--- src/design/assert_macros.svh ---
// Assertion helpers used by the parse core module
`ifndef ASSERT_MACROS_SVH
`define ASSERT_MACROS_SVH

// Condition must hold at every edge outside reset
`define ASSERT_ALWAYS(lbl, clk, rstn, cond) \
    lbl: assert property (@(posedge clk) disable iff (!rstn) (cond)) \
        else $error("invariant violated");

// Antecedent at one edge forces the consequent at the next edge
`define ASSERT_NEXT(lbl, clk, rstn, ante, cons) \
    lbl: assert property (@(posedge clk) disable iff (!rstn) (ante) |=> (cons)) \
        else $error("next-cycle check failed");

`endif

--- src/design/oscp_pkg.sv ---
`default_nettype none

package oscp_pkg;

    localparam int unsigned MAX_PIV_BYTES = 5;
    localparam int unsigned TAIL_W        = 10;

    localparam logic [7:0] FLAG_EXT_MASK = 8'he0;
    localparam logic [7:0] FLAG_PIV_MASK = 8'h07;
    localparam logic [7:0] FLAG_H_MASK   = 8'h10;
    localparam logic [7:0] FLAG_K_MASK   = 8'h08;

    typedef enum logic [2:0] {
        ROLE_FLAGS   = 3'd0,
        ROLE_PIV     = 3'd1,
        ROLE_CTX_LEN = 3'd2,
        ROLE_CTX     = 3'd3,
        ROLE_KID     = 3'd4,
        ROLE_EXCESS  = 3'd5,
        ROLE_NONE    = 3'd6
    } byte_role_t;

    typedef enum logic [2:0] {
        ERR_NONE         = 3'd0,
        ERR_EXT_BITS     = 3'd1,
        ERR_PIV_LEN      = 3'd2,
        ERR_NO_CTX_LEN   = 3'd3,
        ERR_LEN_MISMATCH = 3'd4,
        ERR_TOO_LONG     = 3'd5
    } err_t;

    typedef struct packed {
        logic [7:0] option_byte;
        logic       is_last;
        logic       is_empty;
    } in_item_t;

    typedef struct packed {
        byte_role_t byte_role;
        logic [7:0] field_index;
        logic       done_res;
        logic       valid_res;
        err_t       error_code;
        logic [2:0] piv_len;
        logic       has_kid_context;
        logic [7:0] kctx_len;
        logic       has_kid;
        logic [7:0] kid_len;
    } result_t;

endpackage

`default_nettype wire

--- src/design/oscp_input_stage.sv ---
`default_nettype none

module oscp_input_stage
    import oscp_pkg::*;
(
    input  wire logic     aclk,
    input  wire logic     aresetn,
    input  wire logic     s_tvalid,
    output logic          s_tready,
    input  wire in_item_t s_item,
    input  wire logic     advance,
    output logic          item_valid,
    output in_item_t      item
);

    logic     valid_reg;
    logic     valid_next;
    in_item_t item_reg;

    assign s_tready   = !valid_reg || advance;
    assign item_valid = valid_reg;
    assign item       = item_reg;

    always_comb begin
        valid_next = valid_reg;
        if (s_tvalid && s_tready) begin
            valid_next = 1'b1;
        end else if (advance) begin
            valid_next = 1'b0;
        end
    end

    always_ff @(posedge aclk) begin
        if (!aresetn) begin
            valid_reg <= 1'b0;
        end else begin
            valid_reg <= valid_next;
        end
    end

    always_ff @(posedge aclk) begin
        if (s_tvalid && s_tready) begin
            item_reg <= s_item;
        end
    end

endmodule

`default_nettype wire

--- src/design/oscp_parse_core.sv ---
`default_nettype none
`include "assert_macros.svh"

module oscp_parse_core
    import oscp_pkg::*;
#(
    parameter int unsigned MAX_OPTION_BYTES = 255,
    parameter int unsigned POS_W            = 8
) (
    input  wire logic     aclk,
    input  wire logic     aresetn,
    input  wire logic     advance,
    input  wire in_item_t item,
    output result_t       result
);

    localparam int unsigned CW = ((POS_W > TAIL_W) ? POS_W : TAIL_W) + 1;

    logic [POS_W-1:0]  pos_reg,   pos_next;
    logic [4:0]        flags_reg, flags_next;
    logic [7:0]        ctx_reg,   ctx_next;
    logic [TAIL_W-1:0] tail_reg,  tail_next;
    err_t              pend_reg,  pend_next;

    logic [7:0]  b;
    logic        first;
    logic [2:0]  n_cur;
    logic        h_cur;
    logic        k_cur;
    logic [CW-1:0] p_x, n1, n2, tail_cur, tail_upd, max_x, len, diff, idx_x;
    logic [7:0]  ctx_upd;
    err_t        pend_cur;
    err_t        err;
    byte_role_t  role;
    logic        done_now;
    logic        state_idle;

    assign b        = item.option_byte;
    assign first    = (pos_reg == '0);
    assign n_cur    = first ? b[2:0] : flags_reg[2:0];
    assign h_cur    = first ? ((b & FLAG_H_MASK) != 8'h00) : flags_reg[3];
    assign k_cur    = first ? ((b & FLAG_K_MASK) != 8'h00) : flags_reg[4];
    assign p_x      = CW'(pos_reg);
    assign n1       = CW'(n_cur) + CW'(1);
    assign n2       = n1 + CW'(1);
    assign tail_cur = first ? n1 : CW'(tail_reg);
    assign max_x    = CW'(MAX_OPTION_BYTES);
    assign len      = p_x + CW'(1);

    always_comb begin
        pend_cur = pend_reg;
        if (first) begin
            if ((b & FLAG_EXT_MASK) != 8'h00) begin
                pend_cur = ERR_EXT_BITS;
            end else if (n_cur > 3'(MAX_PIV_BYTES)) begin
                pend_cur = ERR_PIV_LEN;
            end else begin
                pend_cur = ERR_NONE;
            end
        end
    end

    always_comb begin
        role     = ROLE_EXCESS;
        idx_x    = '0;
        ctx_upd  = first ? 8'h00 : ctx_reg;
        tail_upd = tail_cur;
        priority if (first) begin
            role = ROLE_FLAGS;
        end else if (p_x >= max_x) begin
            role = ROLE_EXCESS;
        end else if (p_x < n1) begin
            role  = ROLE_PIV;
            idx_x = p_x - CW'(1);
        end else if (h_cur && p_x == n1) begin
            role     = ROLE_CTX_LEN;
            ctx_upd  = b;
            tail_upd = n2 + CW'(b);
        end else if (h_cur && p_x < tail_cur) begin
            role  = ROLE_CTX;
            idx_x = p_x - n2;
        end else begin
            role  = k_cur ? ROLE_KID : ROLE_EXCESS;
            idx_x = p_x - tail_cur;
        end
    end

    always_comb begin
        err  = ERR_NONE;
        diff = len - tail_upd;
        priority if (pend_cur != ERR_NONE) begin
            err = pend_cur;
        end else if (len > max_x) begin
            err = ERR_TOO_LONG;
        end else if (h_cur && n1 >= len) begin
            err = ERR_NO_CTX_LEN;
        end else if (k_cur) begin
            if (tail_upd > len) begin
                err = ERR_LEN_MISMATCH;
            end
        end else if (tail_upd != len) begin
            err = ERR_LEN_MISMATCH;
        end
    end

    always_comb begin
        result = '0;
        if (item.is_empty) begin
            result.byte_role  = ROLE_NONE;
            result.done_res   = 1'b1;
            result.valid_res  = 1'b1;
            result.error_code = ERR_NONE;
        end else begin
            result.byte_role       = role;
            result.field_index     = idx_x[7:0];
            result.piv_len         = n_cur;
            result.has_kid_context = h_cur;
            result.kctx_len        = h_cur ? ctx_upd : 8'h00;
            result.has_kid         = k_cur;
            result.error_code      = ERR_NONE;
            if (item.is_last) begin
                result.done_res   = 1'b1;
                result.valid_res  = (err == ERR_NONE);
                result.error_code = err;
                if (err == ERR_NONE && k_cur) begin
                    result.kid_len = (diff > CW'(255)) ? 8'hff : diff[7:0];
                end
            end
        end
    end

    always_comb begin
        pos_next   = pos_reg;
        flags_next = flags_reg;
        ctx_next   = ctx_reg;
        tail_next  = tail_reg;
        pend_next  = pend_reg;
        if (advance) begin
            if (item.is_empty || item.is_last) begin
                pos_next   = '0;
                flags_next = '0;
                ctx_next   = '0;
                tail_next  = '0;
                pend_next  = ERR_NONE;
            end else begin
                if (p_x < max_x) begin
                    pos_next = pos_reg + POS_W'(1);
                end
                flags_next = {k_cur, h_cur, n_cur};
                ctx_next   = ctx_upd;
                tail_next  = tail_upd[TAIL_W-1:0];
                pend_next  = pend_cur;
            end
        end
    end

    always_ff @(posedge aclk) begin
        if (!aresetn) begin
            pos_reg   <= '0;
            flags_reg <= '0;
            ctx_reg   <= '0;
            tail_reg  <= '0;
            pend_reg  <= ERR_NONE;
        end else begin
            pos_reg   <= pos_next;
            flags_reg <= flags_next;
            ctx_reg   <= ctx_next;
            tail_reg  <= tail_next;
            pend_reg  <= pend_next;
        end
    end

    assign done_now   = advance && (item.is_last || item.is_empty);
    assign state_idle = (pos_reg == '0) && (pend_reg == ERR_NONE) && (flags_reg == '0);

    `ASSERT_ALWAYS(a_pos_bound, aclk, aresetn, CW'(pos_reg) <= max_x)
    `ASSERT_ALWAYS(a_pend_after_flags, aclk, aresetn, (pend_reg == ERR_NONE) || (pos_reg != '0))
    `ASSERT_NEXT(a_clear_on_done, aclk, aresetn, done_now, state_idle)

endmodule

`default_nettype wire

--- src/design/oscp_output_stage.sv ---
`default_nettype none

module oscp_output_stage
    import oscp_pkg::*;
(
    input  wire logic    aclk,
    input  wire logic    aresetn,
    input  wire logic    load,
    input  wire result_t result,
    input  wire logic    m_tready,
    output logic         m_tvalid,
    output logic         slot_free,
    output result_t      result_out
);

    logic    valid_reg;
    logic    valid_next;
    result_t result_reg;

    assign slot_free  = !valid_reg || m_tready;
    assign m_tvalid   = valid_reg;
    assign result_out = result_reg;

    always_comb begin
        valid_next = valid_reg;
        if (load) begin
            valid_next = 1'b1;
        end else if (m_tready) begin
            valid_next = 1'b0;
        end
    end

    always_ff @(posedge aclk) begin
        if (!aresetn) begin
            valid_reg <= 1'b0;
        end else begin
            valid_reg <= valid_next;
        end
    end

    always_ff @(posedge aclk) begin
        if (load) begin
            result_reg <= result;
        end
    end

endmodule

`default_nettype wire

--- src/design/oscore_option_parser.sv ---
// Channel  Dir  Ports                       Content
// s_       in   tvalid tready tdata tlast   option byte, last marker, tuser = empty option
// m_       out  tvalid tready tdata tlast   byte class and lengths, tlast = option done
//
// One byte per cycle sustained while m_tready is high.
// Each byte is held in the input register, then its result in the result register around the parser.
// aresetn synchronous, active low: clears valids and parser state.
// A stall on m_tready holds the result and backs up into s_tready.
`default_nettype none

module oscore_option_parser
    import oscp_pkg::*;
#(
    parameter int unsigned MAX_OPTION_BYTES = 255
) (
    input  wire logic        aclk,
    input  wire logic        aresetn,
    input  wire logic        s_tvalid,
    output logic             s_tready,
    input  wire logic [7:0]  s_tdata,   // [7:0] option_byte
    input  wire logic        s_tlast,
    input  wire logic        s_tuser,   // [0] is_empty
    output logic             m_tvalid,
    input  wire logic        m_tready,
    // [2:0] byte_role, [10:3] field_index, [11] valid_res, [14:12] error_code,
    // [17:15] piv_len, [18] has_kid_context, [26:19] kctx_len,
    // [27] has_kid, [35:28] kid_len, [39:36] zero
    output logic [39:0]      m_tdata,
    output logic             m_tlast
);

    localparam int unsigned POS_W = $clog2(MAX_OPTION_BYTES + 1);

    in_item_t s_item;
    in_item_t item;
    logic     item_valid;
    logic     slot_free;
    logic     advance;
    result_t  result;
    result_t  result_out;

    assign s_item  = '{option_byte: s_tdata, is_last: s_tlast, is_empty: s_tuser};
    assign advance = item_valid && slot_free;

    oscp_input_stage u_input (
        .aclk       (aclk),
        .aresetn    (aresetn),
        .s_tvalid   (s_tvalid),
        .s_tready   (s_tready),
        .s_item     (s_item),
        .advance    (advance),
        .item_valid (item_valid),
        .item       (item)
    );

    oscp_parse_core #(
        .MAX_OPTION_BYTES (MAX_OPTION_BYTES),
        .POS_W            (POS_W)
    ) u_core (
        .aclk    (aclk),
        .aresetn (aresetn),
        .advance (advance),
        .item    (item),
        .result  (result)
    );

    oscp_output_stage u_output (
        .aclk       (aclk),
        .aresetn    (aresetn),
        .load       (advance),
        .result     (result),
        .m_tready   (m_tready),
        .m_tvalid   (m_tvalid),
        .slot_free  (slot_free),
        .result_out (result_out)
    );

    assign m_tlast = result_out.done_res;
    assign m_tdata = {4'h0,
                      result_out.kid_len,
                      result_out.has_kid,
                      result_out.kctx_len,
                      result_out.has_kid_context,
                      result_out.piv_len,
                      result_out.error_code,
                      result_out.valid_res,
                      result_out.field_index,
                      result_out.byte_role};

endmodule

`default_nettype wire

--- config.mk ---
export PLATFORM = sky130hd
export DESIGN_NAME = oscore_option_parser
export DESIGN_NICKNAME = d
export VERILOG_FILES = /design/src/design/oscp_pkg.sv /design/src/design/oscp_input_stage.sv /design/src/design/oscp_parse_core.sv /design/src/design/oscp_output_stage.sv /design/src/design/oscore_option_parser.sv
export VERILOG_INCLUDE_DIRS = /design/src /design/src/design
export SDC_FILE = /design/constraint.sdc
export NUM_CORES = 1
export LEC_CHECK = 0
export ABC_CLOCK_PERIOD_IN_PS = 10700
export CORE_MARGIN = 4
export CORE_UTILIZATION = 69
export DETAILED_ROUTE_END_ITERATION = 10
export DONT_BUFFER_PORTS = 1
export PLACE_DENSITY = 0.94
export SYNTH_ARGS = -nofsm -noshare
export SYNTH_HDL_FRONTEND = slang
export SYNTH_HIERARCHICAL = 1
export SYNTH_SLANG_ARGS = --single-unit
--- constraint.sdc ---
create_clock -name aclk -period 10.7 [get_ports aclk]
set_input_delay 2.675 -clock aclk [delete_from_list [all_inputs] [get_ports aclk]]
set_output_delay 2.675 -clock aclk [all_outputs]
set_load 0.005 [all_outputs]
==> results_tabular.tex <==
\begin{tabular}{lr}
\hline
Metric & Value \\
\hline
\multicolumn{2}{l}{\textbf{CTS}} \\
\quad Clk Latency, worst-skew pair & 0.36 ns \\
\quad Resized cells post-CTS & 0 \\
\quad CTS Buffer Depth & 2 \\
\quad TritonCTS buffer count & 9 \\
\quad Root buffer cell & sky130\_fd\_sc\_hd\_\_clkbuf\_8 \\
\quad Level count of the clock H-tree & 3 \\
\quad CTS sink count & 83 \\
\quad Count of hold-fix buffers inserted at cts & 0 \\
\quad Clock-pin slew reported for the worst setup and hold paths after clock tree synthesis & 0.09 ns \\
\quad Clock tree from TritonCTS & built \\
\quad Setup bufs post-CTS & 0 \\
\multicolumn{2}{l}{\textbf{Floorplanning}} \\
\quad \# IOs & 57 \\
\quad DIE AREA & 9180 um\^{}2 \\
\quad Y dimension of the die & 95.8 um \\
\quad Core box area & 7370 um\^{}2 \\
\quad Starting density of the core & 72.2\% \\
\quad Floorplan row count & 31 \\
\quad Width of the die & 95.8 um \\
\multicolumn{2}{l}{\textbf{Critical path}} \\
\quad Worst EP arrival & 8.30 ns \\
\quad Crit path launch type & register \\
\quad Worst setup path category & reg -> reg \\
\quad Peak fanout along the critical path & 17 \\
\quad Data required time at the worst endpoint & 10.82 ns \\
\quad Kind of end point of the critical path & register \\
\multicolumn{2}{l}{\textbf{Pwr}} \\
\quad Cell Pwr Density & 125 nW/um\^{}2 \\
\quad Pwr Total & 693 uW \\
\quad Largest vdd supply drop & 91.0 uV \\
\quad Leakage power & 2.16 nW \\
\multicolumn{2}{l}{\textbf{Route}} \\
\quad DRC errors left & 0 \\
\quad Antenna viol nets, final & 0 \\
\quad Iteration-0 DRC Markers & 457 \\
\quad DR WL/cell & 22.3 um \\
\quad First-pass iteration count of the detailed router & 6 \\
\quad Total via count in the routed design & 4575 \\
\quad Final Routed Wirelength & 14800 um \\
\quad Routed vias/inst & 6.87 \\
\multicolumn{2}{l}{\textbf{Final layout}} \\
\quad Commonest cells after routing, fill and taps aside & sky130\_fd\_sc\_hd\_\_nand2\_1 (58), sky130\_fd\_sc\_hd\_\_a21oi\_1 (47), sky130\_fd\_sc\_hd\_\_edfxtp\_1 (47) \\
\quad Non-filler cells, final & 666 \\
\quad Fin util & 75.1\% \\
\quad Number of flip-flops under the largest register name & 37 \\
\quad Fraction of final layout cells sized beyond drive strength 1 & 6.70\% \\
\quad Number of antenna diodes & 0 \\
\quad Synthesis-to-layout area growth & 3.93\% \\
\quad Layout net count & 622 \\
\quad Final instance area & 5530 um\^{}2 \\
\quad Filler cell count & 520 \\
\quad Commonest non-fill, non-tap cell in the layout & sky130\_fd\_sc\_hd\_\_nand2\_1 \\
\multicolumn{2}{l}{\textbf{Placed design}} \\
\quad RePlAce Congestion & 1.03 \\
\quad Placed insts & 650 \\
\quad Post-Place Cell Area & 5360 um\^{}2 \\
\quad Count of input and output buffers & 0 \\
\quad Placement Setup Slack & 2.70 ns \\
\quad HPWL reported at the end of detailed placement & 11100 um \\
\multicolumn{2}{l}{\textbf{Synthesis}} \\
\quad Async SR Flop Fraction & 0\% \\
\quad EDFF count, synth & 47 \\
\quad Count of mapped cells out of synthesis & 571 \\
\quad Number of warnings issued by yosys & 6 \\
\quad Flip-flop and latch count after synthesis & 83 \\
\quad Number of distinct library cells after synthesis & 66 \\
\quad Register area share after synthesis & 40.1\% \\
\quad Synthesized area & 5320 um\^{}2 \\
\quad Prevailing post-synth register cell & sky130\_fd\_sc\_hd\_\_edfxtp\_1 \\
\quad Syn Area/Cell & 9.32 um\^{}2 \\
\multicolumn{2}{l}{\textbf{GRT}} \\
\quad Overflow left after global routing & 0 \\
\quad Global-route wire length before repair & 23300 um \\
\quad Via count of the first global-routing pass & 4431 \\
\quad Total global routing track utilization & 34.0\% \\
\quad Maximum number of pins on one net before global-route repair & 46 \\
\quad Initial antenna violation count & 0 \\
\multicolumn{2}{l}{\textbf{Timing}} \\
\quad Slew margin rel. & 27.6\% \\
\quad Fin worst setup slack & 2.52 ns \\
\quad Final-layout setup total negative slack & 0 ns \\
\quad Final setup violating endpoints & 0 \\
\quad Number of max-slew violations in the final report & 0 \\
\quad Tightest hold margin & 0.492 ns \\
\quad RSZ-0062 raised after global routing & no \\
\quad Period utilisation layout & 76.4\% \\
\quad Endpoints failing hold & 0 \\
\quad Top achievable clock speed & 0.122 GHz \\
\quad Clock period minus final worst setup slack & 8.18 ns \\
\quad Slew at the pin closest to its max-slew limit & 1.08 ns \\
\quad Final Skew & 0.0147 ns \\
\multicolumn{2}{l}{\textbf{Outcome}} \\
\quad Result of the run & finished clean \\
\multicolumn{2}{l}{\textbf{Job}} \\
\quad MaxCap Viol Count & 0 \\
\multicolumn{2}{l}{\textbf{Worst hold path}} \\
\quad HP Class & reg -> reg \\
\hline
\end{tabular}
-- final cells by class --
type	count	area (um^2)	share of cell area, %
Timing Repair Buffer	5	37.5	0.679
Clock inverter	7	51.3	0.927
Multi-Input combinational cell	437	2970	53.6
Inverter	26	97.6	1.76
Tap cell	99	124	2.24
Clock buffer	9	124	2.24
Sequential cell	83	2130	38.5
-- cell families (layout without fill, tap and decap cells) --
logic type / count (synthesis) / count (layout) / synth area share, %
compound gates: 161 / 161 / 20.0
xor+xnor: 28 / 28 / 4.61
fa+ha+maj: 46 / 46 / 11.2
buf+inv: 54 / 47 / 4.56
flops: 83 / 83 / 40.1
mux: 5 / 5 / 0.964
other cells: 1 / 4 / 0.0705
simple gates: 193 / 193 / 18.5
-- critical path, cell delays in order, from the launching register on --
cell and delay [ns]:
sky130_fd_sc_hd__dfxtp_1 0.40, sky130_fd_sc_hd__inv_1 0.26, sky130_fd_sc_hd__ha_1 0.23, sky130_fd_sc_hd__nor3b_2 0.49, sky130_fd_sc_hd__and2_1 0.61, sky130_fd_sc_hd__mux2i_1 0.40
sky130_fd_sc_hd__inv_1 0.22, sky130_fd_sc_hd__ha_1 0.27, sky130_fd_sc_hd__xnor2_1 0.31, sky130_fd_sc_hd__inv_1 0.14, sky130_fd_sc_hd__ha_1 0.31, sky130_fd_sc_hd__o211ai_1 0.18
sky130_fd_sc_hd__nand3_1 0.52, sky130_fd_sc_hd__nand4_1 0.62, sky130_fd_sc_hd__mux2_2 0.43, sky130_fd_sc_hd__ha_1 0.18, sky130_fd_sc_hd__inv_1 0.07, sky130_fd_sc_hd__fa_1 0.40
sky130_fd_sc_hd__a21o_1 0.18, sky130_fd_sc_hd__a21oi_1 0.27, sky130_fd_sc_hd__o21ai_0 0.14, sky130_fd_sc_hd__or4b_2 0.63, sky130_fd_sc_hd__a221o_1 0.44, sky130_fd_sc_hd__o21a_1 0.23
-- routing by layer --
metal	wire (um)	track usage, %	vias up	share of wire, %
met5	0	0	-	0
met4	809	19.5	0	5.5
met3	1630	7.35	72	11
met2	6670	52.0	327	45
met1	5730	44.4	2130	39
li1	-	-	2046	-
-- cells in the mapped netlist (all sizes together) (2+ instances only) --
master | instances | area, um^2
mux2i | 4 | 40.0
a21o | 11 | 82.6
nor3b | 2 | 20.0
o211ai | 4 | 30.0
and3 | 2 | 12.5
buf | 14 | 91.3
and2 | 8 | 55.1
o21a | 10 | 75.1
a32o | 2 | 20.0
o21bai | 4 | 30.0
xnor2 | 18 | 158
o31ai | 3 | 22.5
nand3b | 2 | 15.0
and3b | 2 | 17.5
a31oi | 8 | 50.1
nand2b | 9 | 71.3
nor3 | 11 | 55.1
nor4 | 3 | 33.8
a21boi | 5 | 45.0
nand3 | 18 | 90.1
o21ai | 34 | 170
dfxtp | 36 | 721
a211oi | 5 | 37.5
nand2 | 58 | 218
a22oi | 7 | 52.6
inv | 25 | 93.8
a22o | 9 | 78.8
nand4 | 5 | 31.3
fa | 3 | 60.1
nor2b | 21 | 131
or3 | 3 | 18.8
edfxtp | 47 | 1410
nor2 | 42 | 158
or2 | 2 | 12.5
a2111oi | 3 | 45.1
clkbuf | 14 | 53.8
a21oi | 47 | 235
ha | 43 | 538
xor2 | 10 | 87.6
-- path summary, 6_finish.rpt --
path / slack (ns) / end / depth (start not counted) / start
max: 2.52 / u_output/result_out[5] / 23 / u_core/pos_reg[0]
min: 0.49 / u_core/ctx_reg[0] / 1 / u_core/ctx_reg[0]
max reg2reg: 2.52 / u_output/result_out[5] / 23 / u_core/pos_reg[0]
min reg2reg: 0.49 / u_core/ctx_reg[0] / 1 / u_core/ctx_reg[0]
-- where the power goes --
group / switching, mW / internal, mW
Clock: 0.119 / 0.0854
Sequential: 0.0108 / 0.350
Combinational: 0.0811 / 0.0465
No activity file was read; power rests on OpenSTA's default activity.
